--- src/sv/uavw_pkg.sv ---
// Shared types, constants and the column-width lookup for the visible-width counter.
// No dependencies; imported by uavw_step, utf8_ansi_visible_width and the testbench.
`default_nettype none

package uavw_pkg;

   localparam int CODE_BITS  = 21;
   localparam int DELTA_BITS = 3;

   localparam logic [7:0] CHAR_BEL  = 8'h07;
   localparam logic [7:0] CHAR_ESC  = 8'h1B;
   localparam logic [7:0] CHAR_LBRK = 8'h5B;
   localparam logic [7:0] CHAR_RBRK = 8'h5D;
   localparam logic [7:0] CHAR_BSL  = 8'h5C;

   localparam logic [CODE_BITS-1:0] REPLACEMENT = 21'h00FFFD;

   typedef enum logic [2:0] {
      MODE_NORMAL  = 3'd0,
      MODE_UTF8    = 3'd1,
      MODE_ESC     = 3'd2,
      MODE_CSI     = 3'd3,
      MODE_OSC     = 3'd4,
      MODE_OSC_ESC = 3'd5
   } scan_mode_type;

   typedef struct packed {
      scan_mode_type        mode;
      logic [1:0]           expected;
      logic [1:0]           held;
      logic [CODE_BITS-1:0] accum;
   } scan_state_type;

   localparam scan_state_type SCAN_RESET = '{
      mode: MODE_NORMAL, expected: 2'd0, held: 2'd0, accum: '0};

   function automatic logic in_rng(input logic [CODE_BITS-1:0] cp,
                                   input logic [CODE_BITS-1:0] lo,
                                   input logic [CODE_BITS-1:0] hi);
      return (cp >= lo) && (cp <= hi);
   endfunction

   // Terminal columns of one code point: 0, 1 or 2.
   function automatic logic [1:0] cell_width(input logic [CODE_BITS-1:0] cp);
      logic zero_w;
      logic wide_w;
      zero_w = (cp < 21'h20) || in_rng(cp, 21'h7F, 21'h9F) ||
               in_rng(cp, 21'h0300, 21'h036F) || in_rng(cp, 21'h200B, 21'h200F) ||
               in_rng(cp, 21'hFE00, 21'hFE0F) || in_rng(cp, 21'h20D0, 21'h20F0) ||
               (cp == 21'hFEFF);
      wide_w = in_rng(cp, 21'h1100, 21'h115F) || in_rng(cp, 21'h2E80, 21'h303E) ||
               in_rng(cp, 21'h3041, 21'h33FF) || in_rng(cp, 21'h3400, 21'h4DBF) ||
               in_rng(cp, 21'h4E00, 21'h9FFF) || in_rng(cp, 21'hA000, 21'hA4CF) ||
               in_rng(cp, 21'hAC00, 21'hD7A3) || in_rng(cp, 21'hF900, 21'hFAFF) ||
               in_rng(cp, 21'hFE30, 21'hFE6F) || in_rng(cp, 21'hFF00, 21'hFF60) ||
               in_rng(cp, 21'hFFE0, 21'hFFE6) || in_rng(cp, 21'h1F300, 21'h1F64F) ||
               in_rng(cp, 21'h1F900, 21'h1F9FF) || in_rng(cp, 21'h20000, 21'h3FFFD);
      if (zero_w) begin
         return 2'd0;
      end else if (wide_w) begin
         return 2'd2;
      end
      return 2'd1;
   endfunction

   // Parameter bytes that keep a CSI open: digits ; : < = > ? and space.
   function automatic logic csi_param(input logic [7:0] b);
      return ((b >= 8'h30) && (b <= 8'h39)) || (b == 8'h3B) || (b == 8'h3A) ||
             (b == 8'h3C) || (b == 8'h3E) || (b == 8'h3D) || (b == 8'h20) ||
             (b == 8'h3F);
   endfunction

endpackage

`default_nettype wire

--- src/sv/uavw_step.sv ---
// Per-byte scanner: next escape/UTF-8 state and columns added by one byte.
// Depends on uavw_pkg.
`default_nettype none

module uavw_step (
   input  uavw_pkg::scan_state_type      cur_state,
   input  logic [7:0]                    text_byte,
   input  logic                          end_of_text,
   output uavw_pkg::scan_state_type      nxt_state,
   output logic [uavw_pkg::DELTA_BITS-1:0] delta
);
   import uavw_pkg::*;

   localparam logic [1:0] REPL_W = cell_width(REPLACEMENT);

   scan_state_type st;
   logic           run_normal;
   logic           is_cont;
   logic [CODE_BITS-1:0] acc_next;
   logic [DELTA_BITS-1:0] d_flush;
   logic [DELTA_BITS-1:0] d_byte;
   logic [DELTA_BITS-1:0] d_end;

   assign is_cont  = (text_byte[7:6] == 2'b10);
   assign acc_next = {cur_state.accum[CODE_BITS-7:0], text_byte[5:0]};

   always_comb begin
      st         = cur_state;
      run_normal = 1'b0;
      d_flush    = '0;
      d_byte     = '0;
      d_end      = '0;

      case (cur_state.mode)
         MODE_UTF8: begin
            if (is_cont && (cur_state.expected != 2'd0)) begin
               st.accum    = acc_next;
               st.held     = cur_state.held + 2'd1;
               st.expected = cur_state.expected - 2'd1;
               if (cur_state.expected == 2'd1) begin
                  d_byte = {1'b0, cell_width(acc_next)};
                  st     = SCAN_RESET;
               end
            end else begin
               // broken sequence: one replacement per held byte, then rescan
               d_flush    = {1'b0, cur_state.held} * {1'b0, REPL_W};
               st         = SCAN_RESET;
               run_normal = 1'b1;
            end
         end
         MODE_ESC: begin
            if (text_byte == CHAR_LBRK) begin
               st.mode = MODE_CSI;
            end else if (text_byte == CHAR_RBRK) begin
               st.mode = MODE_OSC;
            end else begin
               st.mode = MODE_NORMAL;
            end
         end
         MODE_CSI: begin
            if (!csi_param(text_byte)) begin
               st.mode = MODE_NORMAL;
            end
         end
         MODE_OSC, MODE_OSC_ESC: begin
            if ((cur_state.mode == MODE_OSC_ESC) && (text_byte == CHAR_BSL)) begin
               st.mode = MODE_NORMAL;
            end else if (text_byte == CHAR_BEL) begin
               st.mode = MODE_NORMAL;
            end else if (text_byte == CHAR_ESC) begin
               st.mode = MODE_OSC_ESC;
            end else begin
               st.mode = MODE_OSC;
            end
         end
         default: begin
            st.mode    = MODE_NORMAL;
            run_normal = 1'b1;
         end
      endcase

      if (run_normal) begin
         if (text_byte == CHAR_ESC) begin
            st.mode = MODE_ESC;
         end else if (!text_byte[7]) begin
            d_byte = {1'b0, cell_width({{(CODE_BITS-8){1'b0}}, text_byte})};
         end else if (text_byte[7:5] == 3'b110) begin
            st = '{mode: MODE_UTF8, expected: 2'd1, held: 2'd1,
                   accum: {{(CODE_BITS-5){1'b0}}, text_byte[4:0]}};
         end else if (text_byte[7:4] == 4'b1110) begin
            st = '{mode: MODE_UTF8, expected: 2'd2, held: 2'd1,
                   accum: {{(CODE_BITS-4){1'b0}}, text_byte[3:0]}};
         end else if (text_byte[7:3] == 5'b11110) begin
            st = '{mode: MODE_UTF8, expected: 2'd3, held: 2'd1,
                   accum: {{(CODE_BITS-3){1'b0}}, text_byte[2:0]}};
         end else begin
            d_byte = {1'b0, REPL_W};
         end
      end

      // last byte: flush an open sequence, and the string starts over
      if (end_of_text) begin
         if (st.mode == MODE_UTF8) begin
            d_end = {1'b0, st.held} * {1'b0, REPL_W};
         end
         st = SCAN_RESET;
      end
   end

   assign nxt_state = st;
   assign delta     = d_flush + d_byte + d_end;

endmodule

`default_nettype wire

--- src/sv/utf8_ansi_visible_width.sv ---
// Top level of the visible-width counter: input register, scanner, saturating
// column sum and result register. Depends on uavw_pkg and uavw_step.
//
// Usage:
//   req_ channel: one string byte per beat (req_text_byte), with
//   req_end_of_text set on the last byte of the string.
//   rsp_ channel: one beat per input byte, carrying the running column count
//   of the string up to and including that byte (rsp_column_total,
//   saturating at 2^WIDTH_BITS - 1) and rsp_string_done on the last one.
//   ANSI escapes (CSI, OSC, two-byte) add no columns; UTF-8 is decoded and
//   each code point adds 0, 1 or 2 columns.
// Timing:
//   A byte accepted into the input register goes through the scanner and is
//   loaded into the result register once the result stage is free or draining.
//   Throughput is one byte per cycle while rsp_ready stays high; the scanner
//   state (mode, pending UTF-8 bytes, column sum) updates with the result register.
// Reset: synchronous, clears both stages and returns to plain text with a
//   zero count. After a last byte the scanner also returns to that state.
// Stall: while rsp_ready is low the result holds; the input register still
//   takes one more byte, then req_ready drops until the result drains.
`default_nettype none

module utf8_ansi_visible_width #(
   parameter int WIDTH_BITS = 16
) (
   input  logic                  clock,
   input  logic                  reset,
   input  logic                  req_valid,
   output logic                  req_ready,
   input  logic [7:0]            req_text_byte,
   input  logic                  req_end_of_text,
   output logic                  rsp_valid,
   input  logic                  rsp_ready,
   output logic [WIDTH_BITS-1:0] rsp_column_total,
   output logic                  rsp_string_done
);
   import uavw_pkg::*;

   // input stage
   logic       in_valid_ff, in_valid_in;
   logic [7:0] in_byte_ff;
   logic       in_last_ff;

   // scanner state and running sum
   scan_state_type        state_ff, state_in;
   logic [WIDTH_BITS-1:0] sum_ff, sum_in;

   // result stage
   logic                  out_valid_ff, out_valid_in;
   logic [WIDTH_BITS-1:0] total_ff;
   logic                  done_ff;

   logic                  advance;
   logic                  req_fire;
   logic [DELTA_BITS-1:0] delta;
   logic [WIDTH_BITS:0]   sum_wide;
   logic [WIDTH_BITS-1:0] sum_sat;

   assign advance   = in_valid_ff && (!out_valid_ff || rsp_ready);
   assign req_ready = !in_valid_ff || advance;
   assign req_fire  = req_valid && req_ready;

   uavw_step u_step (
      .cur_state   (state_ff),
      .text_byte   (in_byte_ff),
      .end_of_text (in_last_ff),
      .nxt_state   (state_in),
      .delta       (delta)
   );

   // saturating add; at most four columns per byte
   assign sum_wide = {1'b0, sum_ff} + {{(WIDTH_BITS-DELTA_BITS+1){1'b0}}, delta};
   assign sum_sat  = sum_wide[WIDTH_BITS] ? {WIDTH_BITS{1'b1}} : sum_wide[WIDTH_BITS-1:0];
   assign sum_in   = in_last_ff ? '0 : sum_sat;

   assign in_valid_in  = req_fire || (in_valid_ff && !advance);
   assign out_valid_in = advance || (out_valid_ff && !rsp_ready);

   always_ff @(posedge clock) begin
      if (reset) begin
         in_valid_ff  <= 1'b0;
         out_valid_ff <= 1'b0;
         state_ff     <= SCAN_RESET;
         sum_ff       <= '0;
      end else begin
         in_valid_ff  <= in_valid_in;
         out_valid_ff <= out_valid_in;
         if (advance) begin
            state_ff <= state_in;
            sum_ff   <= sum_in;
         end
      end
   end

   // payload registers
   always_ff @(posedge clock) begin
      if (req_fire) begin
         in_byte_ff <= req_text_byte;
         in_last_ff <= req_end_of_text;
      end
      if (advance) begin
         total_ff <= sum_sat;
         done_ff  <= in_last_ff;
      end
   end

   assign rsp_valid        = out_valid_ff;
   assign rsp_column_total = total_ff;
   assign rsp_string_done  = done_ff;

`ifndef ASSERT_OFF
   // a closed string leaves the scanner in plain text with a zero count
   a_string_restart: assert property (@(posedge clock) disable iff (reset)
      advance && in_last_ff |=> (sum_ff == '0) && (state_ff.mode == MODE_NORMAL))
      else $error("scanner not cleared after last byte");

   // within a string the count never goes down
   a_sum_monotonic: assert property (@(posedge clock) disable iff (reset)
      advance && !in_last_ff |=> sum_ff >= $past(sum_ff))
      else $error("column sum decreased");

   // outside a UTF-8 sequence nothing is held
   a_seq_idle: assert property (@(posedge clock) disable iff (reset)
      state_ff.mode != MODE_UTF8 |-> (state_ff.held == 2'd0) &&
                                     (state_ff.expected == 2'd0))
      else $error("sequence bytes held outside UTF-8 mode");

   // an open sequence always waits for at least one continuation byte
   a_seq_open: assert property (@(posedge clock) disable iff (reset)
      state_ff.mode == MODE_UTF8 |-> (state_ff.expected != 2'd0) &&
                                     (state_ff.held != 2'd0))
      else $error("open UTF-8 sequence with nothing pending");

   // a processed byte always lands in the result register
   a_result_loaded: assert property (@(posedge clock) disable iff (reset)
      advance |=> out_valid_ff && (total_ff == $past(sum_sat)))
      else $error("result register not loaded");
`endif

endmodule

`default_nettype wire

--- config.mk ---
export PLATFORM = sky130hd
export DESIGN_NAME = utf8_ansi_visible_width
export DESIGN_NICKNAME = d
export VERILOG_FILES = /design/src/sv/uavw_pkg.sv /design/src/sv/uavw_step.sv /design/src/sv/utf8_ansi_visible_width.sv
export SDC_FILE = /design/constraint.sdc
export NUM_CORES = 1
export LEC_CHECK = 0
export BUFFER_PORTS_ARGS = -buffer_cell sky130_fd_sc_hd__buf_2
export CAP_MARGIN = 25
export CORE_MARGIN = 2
export CORE_UTILIZATION = 36
export CTS_CLUSTER_SIZE = 28
export DETAILED_ROUTE_END_ITERATION = 16
export PLACE_DENSITY = 0.55
export SLEW_MARGIN = 30
export SYNTH_ARGS = -nofsm -noshare
export SYNTH_HDL_FRONTEND = slang
export SYNTH_HIERARCHICAL = 1
export SYNTH_SLANG_ARGS = --single-unit
--- constraint.sdc ---
create_clock -name clock -period 9.1 [get_ports clock]
set_input_delay 0 -clock clock [delete_from_list [all_inputs] [get_ports clock]]
set_output_delay 0 -clock clock [all_outputs]
set_load 0.05 [all_outputs]
==> impl_results.md, run 1 <==
* Hold Path Cell Cnt at 2
* CTS sink cnt at 66
* R2R setup slack at about 3.8 ns
* First DRT Iteration DRCs at around 370
* Vias per cell at approximately 6
* Worst-path clk slew at approximately 0.06 ns
* Post-layout instance area at about 0.0052 mm²
* Syn Inst Count at about 580
* Non-Filler Instances at 760
* Max-slew violation count at 0
* Reg2reg path depth at 16
* Hold Path Sink: rsp_valid
* FILL cells at 1301
* Max clock buf depth at 2
* Diode count at 0
* Synthesized Nets at 599
* Worst hold path class: in -> reg
* Fin. Hold Viols at 0
* Area growth syn-to-layout at 12.5%
* TritonCTS clock tree: yes
* Clk_lat worst skew at roughly 0.34 ns
* Final Critical Period at around 5.3 ns
* Worst flop-to-flop path startpoint: in_byte_ff[5]
* Worst Skew at a little over 0.008 ns
* Critical path class: reg -> reg
* Final net count at a little over 600
* DP Area at approximately 0.0048 mm²
* Highest clock rate at 190 MHz
* Critical path required time at between 9 and 10 ns
* Worst-Margin Slew at 0.923 ns
* CTS resizes at 0
* Hold Crit Start: reset
* Chip width at 118 µm
* Die area at 0.0139 mm²
* DRC at 0
* Initial antenna violation count at 0
* Leakage at between 0.0015 and 0.002 µW
* Warnings, synthesis at 6
* Worst vdd ir at ~0.00013 V
* First-pass GRT wire length at between 20000 and 25000 µm
* Final HPWL from detailed placement at roughly 9000 µm
* Num CTS Buffers at 9
* Max_cap viols at 0
* Worst EP arrival at between 5 and 6 ns
* Syn avg cell area at 8.07 µm²
* Power density over the cells at around 140 mW/mm²
* Global Route Usage Sum at 19.3%
* Number of global-route vias before repair at 4168
* Die height at between 100 and 150 µm
* Worst-path maximum fanout at 19
* GP Congestion at 0.942
* R2R Path End: sum_ff[2]
* WL per Instance at ~17 µm
* Largest net degree at the start of global routing at 53
* Crit end category: flop
* IO Count at 32
* Status: completed
* WL final at about 13000 µm
* Core Footprint at roughly 0.013 mm²
* RSZ-0062 raised after global routing: false
* Mapped cell area at 0.00466 mm²
* Setup TNS at 0 ns
* Share of layout cells above drive strength 1 at around an eighth
* CP Launch Type: flop
* Via count at between 4000 and 5000
* Initial Utilization at roughly 37%
* Row Count at just over 40
* Crit share post-route at ~58%
* Final-report setup violation count at 0
* Remaining Overflow, GRT at 0
* Antenna-violating nets left at 0
* IO Port Bufs at 31
* H-tree Lvls at 3
* Clock root cell: clkbuf_16
* Dpl cells at between 700 and 800
* Final total power at around 740 µW
* Slew Limit Headroom at roughly two fifths
* First-pass DRT Iterations at 5
==> routing by layer <==
layer	up-vias	track usage [%]	routed length (µm)
li1	2160	-	-
met4	0	7.61	292
met3	25	3.05	731
met2	163	28.7	5930
met5	-	0	0
met1	2167	27.8	6270
==> power breakdown <==
group	internal, µW	switching [µW]	leakage, µW
clock	219	135	0.000149
sequential	315	11.3	0.000565
combinational	19.4	45.3	0.00113
total	553	192	0.00185
==> per-stage QoR <==
step	hold WS [ns]	setup slack (ns)	util, %
4_1_cts	0.162	3.84	41.5
3_5_place_dp	0.179	3.90	38.2
5_1_grt	0.220	3.52	41.5
3_3_place_gp	0.178	4.00	38.2
6_report	0.168	3.83	41.5
2_1_floorplan	0.0989	4.63	-
==> area by class of cell <==
class / instances / area (µm²) / share of cell area, %
tap: 172 / 215 / 4.11
sequential: 66 / 1580 / 30.2
clock buffer: 12 / 279 / 5.32
multi-input combinational: 454 / 2830 / 54.0
timing repair buffer: 43 / 273 / 5.20
clock inverter: 4 / 30.0 / 0.573
inverter: 9 / 35.0 / 0.668
==> critical path, stage by stage (launching register included) <==
cell and delay, ns:
edfxtp_1 0.66, nand2b_1 0.29, or3_1 0.46, nor4bb_1 0.44
nor4_2 0.12, nor3_2 0.24, nand2_1 0.11, or3_1 0.41
fa_1 0.49, inv_1 0.04, ha_1 0.33, fa_1 0.43
a21oi_1 0.36, nor3_2 0.13, nand2_1 0.30, nand2_1 0.14
a22o_1 0.21
==> registers in the layout, summed over array words and instances, names as in the netlist <==
| register | flops |
|---|---|
| state_ff | 22 |
| rsp_column_total | 16 |
| sum_ff | 16 |
| in_byte_ff | 8 |
| in_last_ff | 1 |
| in_valid_ff | 1 |
| rsp_string_done | 1 |
| rsp_valid | 1 |
==> timing repair <==
action                                 CTS  global route
endpoints found under the hold margin   11             0
setup buffers                            0             0
hold buffers                            11             0
==> worst max-delay path by stage <==
| stage | start | endpoint | slack, ns | depth (start not counted) |
|---|---|---|---|---|
| floorplan | state_ff[23] | sum_ff[6] | 4.63 | 18 |
| global placement | in_byte_ff[5] | sum_ff[15] | 4.00 | 16 |
| detailed placement | in_byte_ff[5] | sum_ff[2] | 3.90 | 16 |
| CTS | in_byte_ff[5] | sum_ff[2] | 3.84 | 16 |
| global route | in_byte_ff[5] | sum_ff[2] | 3.52 | 16 |
| finish | in_byte_ff[5] | sum_ff[2] | 3.83 | 16 |
==> layout by cell type (no fill, tap or decap), drive strengths merged, types with 9 or more instances in the layout <==
master and instances:
a211oi 9, a21oi 58, a22o 15, and2 11, and3 12, buf 32, clkbuf 12, dfxtp 40
dlygate4sd3 11, edfxtp 26, inv 9, nand2 79, nand2b 12, nand3 20, nand4 12, nor2 54
nor3 23, nor4 14, o21ai 15
(Power assumes the default switching activity.)
==> run 2: changes to the inputs <==
--- a/config.mk
+++ b/config.mk
@@ -11,7 +11,7 @@
 export CORE_UTILIZATION = 36
 export CTS_CLUSTER_SIZE = 28
 export DETAILED_ROUTE_END_ITERATION = 16
-export PLACE_DENSITY = 0.55
+export PLACE_DENSITY = 0.57
 export SLEW_MARGIN = 30
 export SYNTH_ARGS = -nofsm -noshare
 export SYNTH_HDL_FRONTEND = slang
==> constraint.sdc (replaced) <==
create_clock -name clock -period 4.3 [get_ports clock]
set_input_delay 0 -clock clock [delete_from_list [all_inputs] [get_ports clock]]
set_output_delay 0 -clock clock [all_outputs]
set_load 0.05 [all_outputs]
==> impl_results.md, run 2 (synthesis gave the netlist of run 1 again) <==
* Biggest register: state_ff
* Max-slew violation count at 0 (unchanged)
* Number of global-route vias before repair at 4872 (+17%)
* Combinational share of power at 11.9% (+3.2 points)
* Hold Crit Start: reset
* Chip width at 118 µm (unchanged)
* Critical path required time at 4.56 ns (-4.76 ns)
* Seq pwr share at 40.5% (-3.3 points)
* Antenna-violating nets left at 0 (unchanged)
* Internal power at 1250 µW (+130%)
* Fin. Hold Viols at 0 (unchanged)
* Global Route Usage Sum at 22.2% (+2.9 points)
* Die area at 0.0139 mm² (unchanged)
* Critical path class: reg -> reg
* WL final at 15700 µm (+19%)
* Final worst setup slack at -0.0797 ns (-3.91 ns)
* Slew Limit Headroom at 40.3% (+1.9 points)
* Failing checks: negative setup slack
* Final Critical Period at 4.38 ns (-0.894 ns)
* Worst Skew at 0.0104 ns (+0.00226 ns)
* Most frequent cells in the layout: buf_4, nand2_1, a21oi_1, nor2_1, dfxtp_1
* Final Core Density at 52.6% (+11 points)
* Core Footprint at 0.0126 mm² (unchanged)
* Reg2reg path depth at 17 (+1)
* Die height at 118 µm (unchanged)
* Remaining Overflow, GRT at 0 (unchanged)
* Clk network pwr share at 47.5% (about the same)
* RSZ-0062 raised after global routing: true
* DRC at 0 (unchanged)
* Diode count at 0 (unchanged)
* Num CTS Buffers at 9 (unchanged)
* Final net count at 736 (+22%)
* Worst slack at placement at -0.212 ns (-4.11 ns)
* Worst-Margin Slew at 0.891 ns (-0.0315 ns)
* Sw frac at 25.1% (-0.66 points)
* Crit share post-route at 102% (+44 points)
* Worst vdd ir at 0.000273 V (+110%)
* CP Launch Type: flop
* Most common cell after layout, fill and taps aside: buf_4
* Max reg flops at 22 (unchanged)
* Worst hold slack at 0.169 ns (+0.00132 ns)
* Largest net degree at the start of global routing at 52 (-1.9%)
* Worst-path maximum fanout at 4 (-15)
* IO Port Bufs at 31 (unchanged)
* Initial Utilization at 36.9% (unchanged)
* H-tree Lvls at 3 (unchanged)
* Initial antenna violation count at 0 (unchanged)
* GP Congestion at 0.949 (+0.78%)
* Max clock buf depth at 2 (unchanged)
* Status: complete, but fails checks
* Highest clock rate at 228 MHz (+20%)
* Crit end category: flop
* Via count at 5058 (+12%)
* R2R setup slack at -0.08 ns (-3.91 ns)
* Max_cap viols at 0 (unchanged)
* Area growth syn-to-layout at 42.5%
* Worst hold path class: in -> reg
* IO Count at 32 (unchanged)
* Worst flop-to-flop path startpoint: in_byte_ff[7]
* First DRT Iteration DRCs at 321 (-13%)
* Row Count at 41 (unchanged)
* Leakage at 0.00266 µW (+44%)
* R2R Path End: sum_ff[12]
* Hold Path Cell Cnt at 2 (unchanged)
* Clock root cell: clkbuf_16
* Clk_lat worst skew at 0.34 ns (about the same)
* CTS sink cnt at 66 (unchanged)
* Power density over the cells at 251 mW/mm² (+77%)
* Switching Power at 418 µW (+120%)
* WL per Instance at 17.6 µm (+1.1%)
* TritonCTS clock tree: yes
* Critical path origin: in_byte_ff[7]
* Final HPWL from detailed placement at 11100 µm (+26%)
* Vias per cell at 5.68 (-4.4%)
* Share of layout cells above drive strength 1 at 35.2% (+22 points)
* First-pass GRT wire length at 25000 µm (+14%)
* Final-report setup violation count at 15 (+15)
* Hold Path Sink: rsp_valid
* First-pass DRT Iterations at 5 (unchanged)
* Worst-path clk slew at 0.06 ns (about the same)
* Worst EP arrival at 4.64 ns (-0.86 ns)
run 2: cell types whose count changed in the layout (fill, tap and decap cells not counted), moves of 4 or more:
cell | previous run | this run
nand3_2 | 0 | 5
ha_1 | 6 | 2
nand3_1 | 20 | 15
buf_4 | 1 | 127
run 2: cell type report:
type,instances,area [µm²]
fill,1209,5980
timing repair buffer,174,1290
sequential,66,1580
tap,172,215
inverter,9,33.8
clock buffer,14,317
multi-input combinational,454,3190
clock inverter,2,11.3
run 2: routing by layer:
metal,wire length [µm],GRT usage (%),vias up
met5,0,0,-
met3,751,3.44,37
met4,426,8.66,0
li1,-,-,2413
met2,7530,36.1,155
met1,6960,29.6,2453
run 2: worst max path at each step:
stage	end	slack (ns)	depth (start not counted)
final	sum_ff[12]	-0.08	17
after global routing	sum_ff[12]	-0.21	19
after CTS	rsp_column_total[12]	-0.05	17
after detailed placement	rsp_column_total[7]	-0.21	16
after global placement	sum_ff[5]	-0.18	16
after floorplan	rsp_column_total[11]	0.001	17
run 2: critical path: stages, from the launching register on:
cell and delay [ns]:
edfxtp_1 0.39, or2_1 0.27, or3_4 0.36, nor4bb_4 0.33, nor4_4 0.09, nor3_4 0.22, nand2_1 0.11, or3_4 0.40
fa_1 0.53, inv_2 0.05, ha_4 0.23, fa_2 0.39, a21oi_4 0.21, or3_4 0.18, nor2_4 0.04, buf_6 0.12
a31o_4 0.23, a211oi_2 0.15
run 2: repair_timing:
action	4_1_cts	5_1_grt
endpoints found under the setup margin	32	32
endpoints found under the hold margin	11	0
hold buffers	11	0
pin swaps	19	26
gates resized for setup	24	37
setup buffers	4	7
cloned	0	0
run 2: power by group through the flow:
stage | logic, µW | clock network, µW | registers (µW)
6_report | 199 | 792 | 675
5_1_grt | 212 | 828 | 677
4_1_cts | 186 | 803 | 675
3_5_place_dp | 172 | 0 | 688
3_3_place_gp | 171 | 0 | 688
2_1_floorplan | 80.6 | 0 | 717
run 2: stage by stage:
stage / power [µW] / TNS (ns) / cell area [µm²] / cells
2_1_floorplan: 798 / 0 / 4680 / 577
3_3_place_gp: 859 / -3.20 / 5750 / 853
3_5_place_dp: 860 / -3.60 / 5750 / 853
4_1_cts: 1660 / -0.0953 / 6370 / 884
5_1_grt: 1720 / -4.20 / 6640 / 891
6_report: 1670 / -0.616 / 6640 / 891
